==> config.mk <==
export PLATFORM = sky130hd
export DESIGN_NAME = box_corner_running_median
export DESIGN_NICKNAME = d
export VERILOG_FILES = /design/src/design/bcrm_pkg.sv /design/src/design/bcrm_select.sv /design/src/design/box_corner_running_median.sv
export SDC_FILE = /design/constraint.sdc
export NUM_CORES = 2
export LEC_CHECK = 0
export BUFFER_PORTS_ARGS = -buffer_cell sky130_fd_sc_hd__buf_2
export CORE_AREA = 4 4 356 358
export DETAILED_ROUTE_END_ITERATION = 6
export DIE_AREA = 0 0 360 362
export PLACE_DENSITY = 0.58
export SLEW_MARGIN = 20
export SYNTH_ARGS = -nofsm -noshare
export SYNTH_HDL_FRONTEND = slang
export SYNTH_SLANG_ARGS = --single-unit
==> constraint.sdc <==
create_clock -name aclk -period 14 [get_ports aclk]
set_input_delay 0.7 -clock aclk [delete_from_list [all_inputs] [get_ports aclk]]
set_output_delay 0.7 -clock aclk [all_outputs]
set_load 0.03 [all_outputs]
==> src/design/bcrm_pkg.sv <==
// ----------------------------------------------------------------------------
// bcrm_pkg
// Shared types and constants for the box corner running median filter.
// ----------------------------------------------------------------------------
package bcrm_pkg;

    localparam int WINDOW_DEPTH_DEF = 8;
    localparam int POS_W  = 13;
    localparam int SIZE_W = 12;
    localparam int VAL_W  = 14;
    localparam int OUT_W  = 15;
    localparam int NUM_Q  = 4;
    localparam int BIT_CNT_W = 4;

    localparam logic [1:0] Q_LEFT   = 2'd0;
    localparam logic [1:0] Q_RIGHT  = 2'd1;
    localparam logic [1:0] Q_TOP    = 2'd2;
    localparam logic [1:0] Q_BOTTOM = 2'd3;

    typedef enum logic [1:0] {
        ST_IDLE,
        ST_LOAD,
        ST_RUN,
        ST_FINISH
    } state_t;

    typedef struct packed {
        logic start;
        logic step;
    } sel_ctrl_t;

endpackage

==> src/design/bcrm_select.sv <==
// ----------------------------------------------------------------------------
// bcrm_select
// Bit-serial rank select: finds the value of a given rank, MSB first.
// ----------------------------------------------------------------------------
module bcrm_select #(
    parameter int WINDOW_DEPTH = bcrm_pkg::WINDOW_DEPTH_DEF,
    parameter int CNT_W        = $clog2(WINDOW_DEPTH + 1)
) (
    input  logic                          aclk,
    input  logic                          aresetn,
    input  bcrm_pkg::sel_ctrl_t           ctrl,
    input  logic [CNT_W-1:0]              rank_init,
    input  logic [WINDOW_DEPTH-1:0]       valid_mask,
    input  logic [WINDOW_DEPTH-1:0]       bits,
    output logic [bcrm_pkg::VAL_W-1:0]    result
);

    logic [WINDOW_DEPTH-1:0]    active_reg;
    logic [CNT_W-1:0]           rank_reg;
    logic [bcrm_pkg::VAL_W-1:0] res_reg;
    logic [WINDOW_DEPTH-1:0]    zeros;
    logic [CNT_W-1:0]           zero_cnt;

    assign zeros = active_reg & ~bits;

    always_comb begin
        zero_cnt = '0;
        for (int k = 0; k < WINDOW_DEPTH; k++) begin
            zero_cnt = zero_cnt + CNT_W'(zeros[k]);
        end
    end

    always_ff @(posedge aclk) begin
        if (!aresetn) begin
            active_reg <= '0;
            rank_reg   <= '0;
        end else if (ctrl.start) begin
            active_reg <= valid_mask;
            rank_reg   <= rank_init;
        end else if (ctrl.step) begin
            if (rank_reg < zero_cnt) begin
                active_reg <= zeros;
            end else begin
                active_reg <= active_reg & bits;
                rank_reg   <= rank_reg - zero_cnt;
            end
        end
    end

    always_ff @(posedge aclk) begin
        if (ctrl.step) begin
            res_reg <= {res_reg[bcrm_pkg::VAL_W-2:0], ~(rank_reg < zero_cnt)};
        end
    end

    assign result = res_reg;

endmodule

==> src/design/box_corner_running_median.sv <==
// ----------------------------------------------------------------------------
// box_corner_running_median
// Running median of box corners over a window of the last found boxes.
// ----------------------------------------------------------------------------
// channel   dir  handshake          payload
// s_        in   s_valid/s_ready    box_found, box_left, box_top, box_width,
//                                   box_height
// m_        out  m_valid/m_ready    bl/br/tr/tl col and row, half pixels
//
// A request without a box is taken and gives no result.
// A request with a box passes a load state, a bit-serial select over the
// 14 value bits, MSB first, and a finish state that posts the result.
// The result register holds while m_ready is low; the next request is taken
// once the result is posted. Reset empties the window.
// ----------------------------------------------------------------------------
module box_corner_running_median #(
    parameter int WINDOW_DEPTH = bcrm_pkg::WINDOW_DEPTH_DEF
) (
    input  logic                               aclk,
    input  logic                               aresetn,
    input  logic                               s_valid,
    output logic                               s_ready,
    input  logic                               s_box_found,
    input  logic signed [bcrm_pkg::POS_W-1:0]  s_box_left,
    input  logic signed [bcrm_pkg::POS_W-1:0]  s_box_top,
    input  logic [bcrm_pkg::SIZE_W-1:0]        s_box_width,
    input  logic [bcrm_pkg::SIZE_W-1:0]        s_box_height,
    output logic                               m_valid,
    input  logic                               m_ready,
    output logic signed [bcrm_pkg::OUT_W-1:0]  m_bl_col,
    output logic signed [bcrm_pkg::OUT_W-1:0]  m_bl_row,
    output logic signed [bcrm_pkg::OUT_W-1:0]  m_br_col,
    output logic signed [bcrm_pkg::OUT_W-1:0]  m_br_row,
    output logic signed [bcrm_pkg::OUT_W-1:0]  m_tr_col,
    output logic signed [bcrm_pkg::OUT_W-1:0]  m_tr_row,
    output logic signed [bcrm_pkg::OUT_W-1:0]  m_tl_col,
    output logic signed [bcrm_pkg::OUT_W-1:0]  m_tl_row
);

    localparam int CNT_W = $clog2(WINDOW_DEPTH + 1);
    localparam int IDX_W = (WINDOW_DEPTH > 1) ? $clog2(WINDOW_DEPTH) : 1;
    localparam int VW    = bcrm_pkg::VAL_W;
    localparam int NQ    = bcrm_pkg::NUM_Q;
    localparam logic [VW-1:0] SIGN_FLIP = {1'b1, {(VW-1){1'b0}}};

    bcrm_pkg::state_t state_reg, state_next;

    logic [VW-1:0]        store_reg [NQ][WINDOW_DEPTH];
    logic [VW-1:0]        work_reg  [NQ][WINDOW_DEPTH];
    logic [CNT_W-1:0]     fill_reg, fill_next;
    logic [IDX_W-1:0]     oldest_reg, oldest_next;
    logic [IDX_W-1:0]     slot;
    logic [WINDOW_DEPTH-1:0] valid_mask;
    logic [bcrm_pkg::BIT_CNT_W-1:0] bit_reg, bit_next;
    logic                 accept, write_en;
    logic [VW-1:0]        new_val [NQ];
    logic [CNT_W-1:0]     rank_lo, rank_hi;
    bcrm_pkg::sel_ctrl_t  ctrl;
    logic [VW-1:0]        sel_lo [NQ];
    logic [VW-1:0]        sel_hi [NQ];
    logic signed [bcrm_pkg::OUT_W-1:0] med [NQ];
    logic                 m_valid_reg, post;
    logic signed [bcrm_pkg::OUT_W-1:0] out_reg [NQ];

    assign accept   = s_valid && s_ready;
    assign write_en = accept && s_box_found;
    assign slot     = (fill_reg < CNT_W'(WINDOW_DEPTH)) ? fill_reg[IDX_W-1:0] : oldest_reg;

    always_comb begin
        logic [VW-1:0] x, y;
        x = VW'(s_box_left);
        y = VW'(s_box_top);
        new_val[bcrm_pkg::Q_LEFT]   = x ^ SIGN_FLIP;
        new_val[bcrm_pkg::Q_RIGHT]  = (x + VW'(s_box_width)) ^ SIGN_FLIP;
        new_val[bcrm_pkg::Q_TOP]    = y ^ SIGN_FLIP;
        new_val[bcrm_pkg::Q_BOTTOM] = (y + VW'(s_box_height)) ^ SIGN_FLIP;
    end

    always_comb begin
        fill_next   = fill_reg;
        oldest_next = oldest_reg;
        if (write_en) begin
            if (fill_reg < CNT_W'(WINDOW_DEPTH)) begin
                fill_next = fill_reg + CNT_W'(1);
            end else if (oldest_reg == IDX_W'(WINDOW_DEPTH - 1)) begin
                oldest_next = '0;
            end else begin
                oldest_next = oldest_reg + IDX_W'(1);
            end
        end
    end

    always_ff @(posedge aclk) begin
        if (!aresetn) begin
            fill_reg   <= '0;
            oldest_reg <= '0;
        end else begin
            fill_reg   <= fill_next;
            oldest_reg <= oldest_next;
        end
    end

    always_ff @(posedge aclk) begin
        if (write_en) begin
            for (int q = 0; q < NQ; q++) begin
                store_reg[q][slot] <= new_val[q];
            end
        end
    end

    always_ff @(posedge aclk) begin
        if (!aresetn) begin
            state_reg <= bcrm_pkg::ST_IDLE;
            bit_reg   <= '0;
        end else begin
            state_reg <= state_next;
            bit_reg   <= bit_next;
        end
    end

    always_comb begin
        state_next = state_reg;
        bit_next   = bit_reg;
        s_ready    = 1'b0;
        ctrl       = '0;
        post       = 1'b0;
        unique case (state_reg)
            bcrm_pkg::ST_IDLE: begin
                s_ready = 1'b1;
                if (s_valid && s_box_found) begin
                    state_next = bcrm_pkg::ST_LOAD;
                end
            end
            bcrm_pkg::ST_LOAD: begin
                ctrl.start = 1'b1;
                bit_next   = '0;
                state_next = bcrm_pkg::ST_RUN;
            end
            bcrm_pkg::ST_RUN: begin
                ctrl.step = 1'b1;
                bit_next  = bit_reg + bcrm_pkg::BIT_CNT_W'(1);
                if (bit_reg == bcrm_pkg::BIT_CNT_W'(VW - 1)) begin
                    state_next = bcrm_pkg::ST_FINISH;
                end
            end
            bcrm_pkg::ST_FINISH: begin
                if (!m_valid_reg || m_ready) begin
                    post       = 1'b1;
                    state_next = bcrm_pkg::ST_IDLE;
                end
            end
            default: state_next = bcrm_pkg::ST_IDLE;
        endcase
    end

    always_comb begin
        for (int k = 0; k < WINDOW_DEPTH; k++) begin
            valid_mask[k] = (CNT_W'(k) < fill_reg);
        end
    end

    always_ff @(posedge aclk) begin
        if (state_reg == bcrm_pkg::ST_LOAD) begin
            for (int q = 0; q < NQ; q++) begin
                for (int k = 0; k < WINDOW_DEPTH; k++) begin
                    work_reg[q][k] <= store_reg[q][k];
                end
            end
        end else if (ctrl.step) begin
            for (int q = 0; q < NQ; q++) begin
                for (int k = 0; k < WINDOW_DEPTH; k++) begin
                    work_reg[q][k] <= {work_reg[q][k][VW-2:0], 1'b0};
                end
            end
        end
    end

    assign rank_lo = (fill_reg - CNT_W'(1)) >> 1;
    assign rank_hi = fill_reg >> 1;

    for (genvar q = 0; q < NQ; q++) begin : g_q
        logic [WINDOW_DEPTH-1:0] msb;
        for (genvar k = 0; k < WINDOW_DEPTH; k++) begin : g_k
            assign msb[k] = work_reg[q][k][VW-1];
        end

        bcrm_select #(.WINDOW_DEPTH(WINDOW_DEPTH), .CNT_W(CNT_W)) u_lo (
            .aclk       (aclk),
            .aresetn    (aresetn),
            .ctrl       (ctrl),
            .rank_init  (rank_lo),
            .valid_mask (valid_mask),
            .bits       (msb),
            .result     (sel_lo[q])
        );

        bcrm_select #(.WINDOW_DEPTH(WINDOW_DEPTH), .CNT_W(CNT_W)) u_hi (
            .aclk       (aclk),
            .aresetn    (aresetn),
            .ctrl       (ctrl),
            .rank_init  (rank_hi),
            .valid_mask (valid_mask),
            .bits       (msb),
            .result     (sel_hi[q])
        );

        assign med[q] = bcrm_pkg::OUT_W'(signed'(sel_lo[q] ^ SIGN_FLIP))
                      + bcrm_pkg::OUT_W'(signed'(sel_hi[q] ^ SIGN_FLIP));
    end

    always_ff @(posedge aclk) begin
        if (!aresetn) begin
            m_valid_reg <= 1'b0;
        end else if (post) begin
            m_valid_reg <= 1'b1;
        end else if (m_ready) begin
            m_valid_reg <= 1'b0;
        end
    end

    always_ff @(posedge aclk) begin
        if (post) begin
            for (int q = 0; q < NQ; q++) begin
                out_reg[q] <= med[q];
            end
        end
    end

    assign m_valid  = m_valid_reg;
    assign m_bl_col = out_reg[bcrm_pkg::Q_LEFT];
    assign m_bl_row = out_reg[bcrm_pkg::Q_BOTTOM];
    assign m_br_col = out_reg[bcrm_pkg::Q_RIGHT];
    assign m_br_row = out_reg[bcrm_pkg::Q_BOTTOM];
    assign m_tr_col = out_reg[bcrm_pkg::Q_RIGHT];
    assign m_tr_row = out_reg[bcrm_pkg::Q_TOP];
    assign m_tl_col = out_reg[bcrm_pkg::Q_LEFT];
    assign m_tl_row = out_reg[bcrm_pkg::Q_TOP];

endmodule

Yosys cells after proc, flatten, opt, wreduce, memory -nomap -nowiden
Memory sizes are Yosys's and may differ from the RTL's.
Cells that the tools add are included.
{"block": "word_totals", "ff_bits": 222, "mem_bits_rw": 956, "input_bits": 55, "output_inout_bits": 122, "elab_cells": 358, "memories": 3}
{"name": "store_reg", "words": 4, "width": 112, "read_ports": 4, "rd_ports_with_merged_regs": 0, "wr": 4, "line_no": "box_corner_running_median.sv:48", "text": "logic [VW-1:0] store_reg [NQ][WINDOW_DEPTH];"}
{"name": "work_reg", "words": 4, "width": 112, "read_ports": 4, "rd_ports_with_merged_regs": 0, "wr": 4, "line_no": "box_corner_running_median.sv:49", "text": "logic [VW-1:0] work_reg [NQ][WINDOW_DEPTH];"}
{"name": "out_reg", "words": 4, "width": 15, "read_ports": 4, "rd_ports_with_merged_regs": 0, "wr": 4, "line_no": "box_corner_running_median.sv:63", "text": "logic signed [bcrm_pkg::OUT_W-1:0] out_reg [NQ];"}
{"block": "classes", "addsub": 74, "magnitude_cmp": 19, "n_eq_ne": 16, "muxes": 104, "bitwise": 75, "n_reduce_logical": 30}
{"op": "two-way mux 14 bit", "n": 33}
{"op": "adder 4 x 1 -> 4 bit", "n": 48}
{"op": "two-way mux 8 bit", "n": 24}
{"op": "bitwise AND 8 bit", "n": 16}
{"op": "two-way mux 112 bit", "n": 1}
{"op": "two-way mux 3 bit", "n": 26}
{"op": "adder 14 x 14 -> 15 bit", "n": 4}
{"op": "demux 14 bit (select 3 bit)", "n": 1}
{"op": "AND reduction 2 bit", "n": 18}
{"op": "less-than comparator 4 bit", "n": 8}
{"op": "NOT 8 bit", "n": 4}
{"op": "bitwise OR 1 bit", "n": 32}
{"op": "subtractor 4 bit", "n": 8}
{"op": "adder 13 x 13 -> 14 bit", "n": 2}
{"op": "!= test 2 bit (second input constant)", "n": 11}
{"op": "NOT 1 bit", "n": 22}
{"op": "adder 1 x 1 -> 2 bit", "n": 8}
{"op": "less-than comparator 3 x 4 -> 1 bit (first input constant)", "n": 4}
{"op": "two-way mux 1 bit", "n": 14}
{"op": "adder 4 x 1 -> 4 bit (second input constant)", "n": 2}
{"op": "less-than comparator 1 x 4 -> 1 bit (first input constant)", "n": 2}
{"op": "less-than comparator 2 x 4 -> 1 bit (first input constant)", "n": 2}
{"op": "one-hot mux 2 bit (4 select lines)", "n": 1}
{"op": "one-hot mux 4 bit (2 select lines)", "n": 1}
{"op": "other kinds (18)", "n": 26}

Longest topological paths before layout
An unclocked memory read counts as a cell.
{"block": "depth", "depth_word": 14, "ltp_mapped": 19, "depth_no_buf": 18}

By module
From an unflattened synthesis, not the netlist that was laid out.
{"block": "unflattened", "cells_unflattened": 3393, "area_unflattened_um2": 50379.6}
{"mod": "box_corner_running_median", "n_inst": 1, "cells_each": 2190, "area_per_inst_um2": 38607.0, "seq_area_each_um2": 28827.6}
{"mod": "bcrm_select at g_q[0].u_hi ...", "n_inst": 4, "cells_each": 150, "area_per_inst_um2": 1470.2, "seq_area_each_um2": 660.6}
{"mod": "bcrm_select at g_q[2].u_hi ...", "n_inst": 3, "cells_each": 151, "area_per_inst_um2": 1470.2, "seq_area_each_um2": 660.6}
{"mod": "bcrm_select at g_q[1].u_lo", "n_inst": 1, "cells_each": 150, "area_per_inst_um2": 1481.4, "seq_area_each_um2": 660.6}

Worst setup path after synthesis
OpenSTA, ideal clock, no wires.
{"block": "synth_timing", "path_kind": "register to register", "from": "reg state_reg[0]", "to": "reg g_q[0].u_lo.rank_reg[0]", "setup_time_ns": 0.068, "t_arrival_ns": 11.767, "required_time_ns": 13.932, "setup_slack_ns": 2.164, "stages_incl_launch_ff": 7, "path_buffers": 0, "period_less_slack_ns": 11.836, "path_cell_list": "dfxtp_1 -> inv_1 -> ha_1 -> o21ai_1 -> a211oi_1 -> a21oi_1 -> nor2_1"}
{"block": "synth_between", "elab_chain_cells": 4, "word_cells_on_any_way": 8, "cone_classes": "3 x eq/ne; 3 x mux; 2 x reduce/logical"}
{"element": "from (decl)", "line_no": "box_corner_running_median.sv:46", "text": "bcrm_pkg::state_t state_reg, state_next;"}
{"element": "from (signal assigned)", "line_no": "box_corner_running_median.sv:113", "text": "state_reg <= bcrm_pkg::ST_IDLE;"}
{"element": "from (signal assigned)", "line_no": "box_corner_running_median.sv:116", "text": "state_reg <= state_next;"}
{"element": "== test 2 x 1 -> 1 bit or == test 2 bit (tied branches)", "line_no": "box_corner_running_median.sv:127", "text": "unique case (state_reg)"}
{"element": "two-way mux 1 bit", "line_no": "box_corner_running_median.sv:127"}
{"element": "!= test 2 bit (no source line) or nonzero test 2 bit (tied branches)"}
{"element": "AND reduction 2 bit (no source line)"}
{"element": "to (signal assigned)", "line_no": "bcrm_select.sv:39", "text": "rank_reg <= rank_init;"}
{"element": "to (signal assigned)", "line_no": "bcrm_select.sv:45", "text": "rank_reg <= rank_reg - zero_cnt;"}
{"element": "to (decl)", "line_no": "bcrm_select.sv:19", "text": "logic [CNT_W-1:0] rank_reg;"}
Parallel ways exist; a longest one is shown, timed or not.
A chain may end at the register's enable or synchronous reset.

==> impl_metrics.csv <==
group,metric,value,unit
synthesis,yosysWarnings,0,
critical_path,cp-end-kind,"register",
route,via_per_inst,4.92,
timing,finalSetupViolCount,0,
global_routing,antenna_found_initial,8,
global_routing,grtUsageTotal,13.9,%
cells_and_area,drive_above_1_share,25.4,%
clock_tree,clock-root-buffer,"clkbuf_16",
synthesis,yosys.area.top_type_share,64.4,%
critical_path,worstSetupStartpointType,"register",
critical_path,path_max_fanout,10,
clock_tree,h-tree-depth,4,
route,drcViolationCount,0,
timing,hold_violations,0,
timing,fmax,195,MHz
placement,dp_cells,4772,
synthesis,yosys-top-cells-area,"edfxtp_1, mux2_2, dfxtp_1",
placement,gp_congestion,0.794,
timing,maxSlewHeadroom,17.0,%
critical_path,r2r-start,"work_reg[2][111]",
floorplanning,core_area,123000,sq um
timing,rsz0062_at_grt,"false",
cells_and_area,area_growth,13.6,%
run,maxCapViolations,0,
floorplanning,die_h,362,um
synthesis,synth_edf_count,1052,
cells_and_area,postLayoutCoreUtil,45.2,%
critical_path,critPathArrivalTime,5.74,ns
clock_tree,postCtsSetupBuffers,0,
synthesis,synth_area,49100,sq um
power_and_ir_drop,pwr_density_cell,223,nW/um^2
global_routing,grt_pass1_vias,25300,
global_routing,gr-total-overflow,0,
synthesis,syn_avg_cell_area,15.9,sq um
floorplanning,ioPinCount,177,
synthesis,netlist_instances,3079,
synthesis,ys_ff_latch,1178,
timing,fin_setup_tns,0,ns
run_status,status,"finished clean",
synthesis,synth_cell_types,66,
synthesis,synthArstFlopShare,0,%
timing,whs,0.284,ns
critical_path,r2r_end,"g_q[2].u_lo.rank_reg[0]",
cells_and_area,instances_no_fill,5014,
timing,finClkSkew,0.0420,ns
synthesis,yosysMostFrequentCell,"edfxtp_1",
floorplanning,initial_core_util,39.8,%
placement,dpl.hpwl,54.3,mm
route,drtIter0Drc,1611,
critical_path,worstSetupPathType,"register to register",
worst_hold_path,hold_path.class,"input pin to register",
clock_tree,clkTransAtPathRegs,0.06,ns
synthesis,yosysSeqAreaShare,69.5,%
floorplanning,rows,129,
synthesis,synthesis.nets,3328,
synthesis,synth_ff_type,"edfxtp_1",
critical_path,critPathCapture,"g_q[2].u_lo.rank_reg[0]",
cells_and_area,layout.nets,3517,
synthesis,synth_common_cells,"edfxtp_1, mux2_2, ha_1",
route,num_vias,24700,
clock_tree,cts_hold_buf,0,
timing,slew_violations,0,
route,wl,90.5,mm
timing,worstMarginPinSlew,1.24,ns
clock_tree,clock-sinks,1178,
global_routing,grt_pass1_wl,144,mm
timing,finalCritPeriodShare,36.6,%
global_routing,grt_max_degree,170,
clock_tree,ctsResizeCount,0,
power_and_ir_drop,ir_worst_vdd,289,uV
critical_path,rr_worst_depth,17,
cells_and_area,n_antenna_cell,0,
clock_tree,cts_tree,"yes",
route,wire_per_inst,18.0,um
critical_path,r2r_slack,8.87,ns
route,first_pass_iters,5,
cells_and_area,fillers,10900,
clock_tree,clk_latency,0.75,ns
floorplanning,die_x,360,um
floorplanning,dieArea,130000,sq um
synthesis,synth_top_cell_by_area,"edfxtp_1",
clock_tree,cts_buffer_depth,3,
placement,io_buffer_count,176,
clock_tree,cts_buffers,131,
critical_path,critPathLaunch,"work_reg[2][111]",
route,antenna_left,0,
critical_path,critPathRequiredTime,14.61,ns
worst_hold_path,min_from,"s_box_top[8]",
power_and_ir_drop,static-leakage-power,19.2,nW
timing,fin_crit,5.13,ns
-- how the worst min path moves through the flow --
stage	to	slack, ns	cells past startpoint
after global placement	g_q[0].u_hi.result[12]	0.44	0
after floorplan	g_q[0].u_hi.result[10]	0.43	0
final	store_reg[2][8]	0.28	1
after CTS	store_reg[2][36]	0.23	1
after global routing	store_reg[2][8]	0.24	1
after detailed placement	g_q[2].u_hi.result[13]	0.44	0
-- power by group --
part	switching (mW)	internal [mW]
sequential	0.289	5.05
combinational	2.25	1.53
clock	1.41	1.87
total	3.95	8.46
-- placed cells by master, fill, tap and decap left out, types with 37 or more instances in the layout --
cell / netlist / layout
a21o_1: 46 / 46
o21ai_0: 112 / 112
clkbuf_1: 45 / 37
xnor2_1: 116 / 116
ha_1: 148 / 145
nor2b_1: 67 / 66
nand2_1: 62 / 62
mux2_2: 403 / 403
clkbuf_16: 0 / 131
dfxtp_1: 126 / 126
buf_2: 37 / 176
inv_1: 134 / 134
a21oi_1: 133 / 132
edfxtp_1: 1052 / 1052
fa_1: 46 / 46
nor2_1: 139 / 131
a31o_2: 42 / 42
-- logic make-up after synthesis --
family          share of synthesized area [%]
xor+xnor                                 2.62
buf+inv                                  2.80
flops                                    69.5
mux                                      9.74
fa+ha+maj                                5.65
simple gates                             3.97
compound gates                           5.72
-- area by class of cell --
cell class	instances	area (sq um)	area share (%)
clock buffer	172	3470	6.23
clock inverter	70	708	1.27
inverter	137	514	0.922
multi-input combinational	1610	13700	24.6
sequential	1178	34100	61.2
tap	1637	2050	3.67
timing repair buffer	210	1190	2.13
-- metrics by stage --
stage               cell area (sq um)  power, mW  setup WS (ns)
finish                          55700       12.4           8.87
detailed placement              51600       9.24           8.84
floorplan                       49100       8.16           2.16
CTS                             55700       12.6           8.84
global route                    55700       13.2           8.44
global placement                51600       9.17           8.43
-- critical path, cell delays in order, from the launching register on --
cell,delay (ns)
edfxtp_1,0.46
nor2b_1,0.16
ha_1,0.24
inv_1,0.08
fa_1,0.42
fa_1,0.55
inv_1,0.05
fa_1,0.43
inv_1,0.08
fa_1,0.47
fa_1,0.48
a21o_1,0.21
a21oi_2,0.57
inv_1,0.17
o21ai_1,0.34
a211oi_1,0.09
a21oi_1,0.16
nor2_1,0.05
-- metal layers --
| metal | track usage [%] | routed length [um] | part of all wire, % | vias to the layer above |
|---|---|---|---|---|
| li1 | - | - | - | 11900 |
| met1 | 18.5 | 41200 | 46 | 12200 |
| met2 | 23.1 | 43300 | 48 | 466 |
| met3 | 2.88 | 3970 | 4.4 | 143 |
| met4 | 4.46 | 1920 | 2.1 | 8 |
| met5 | 0 | 45 | 0.050 | - |
Power figures use the tool's default switching activity.
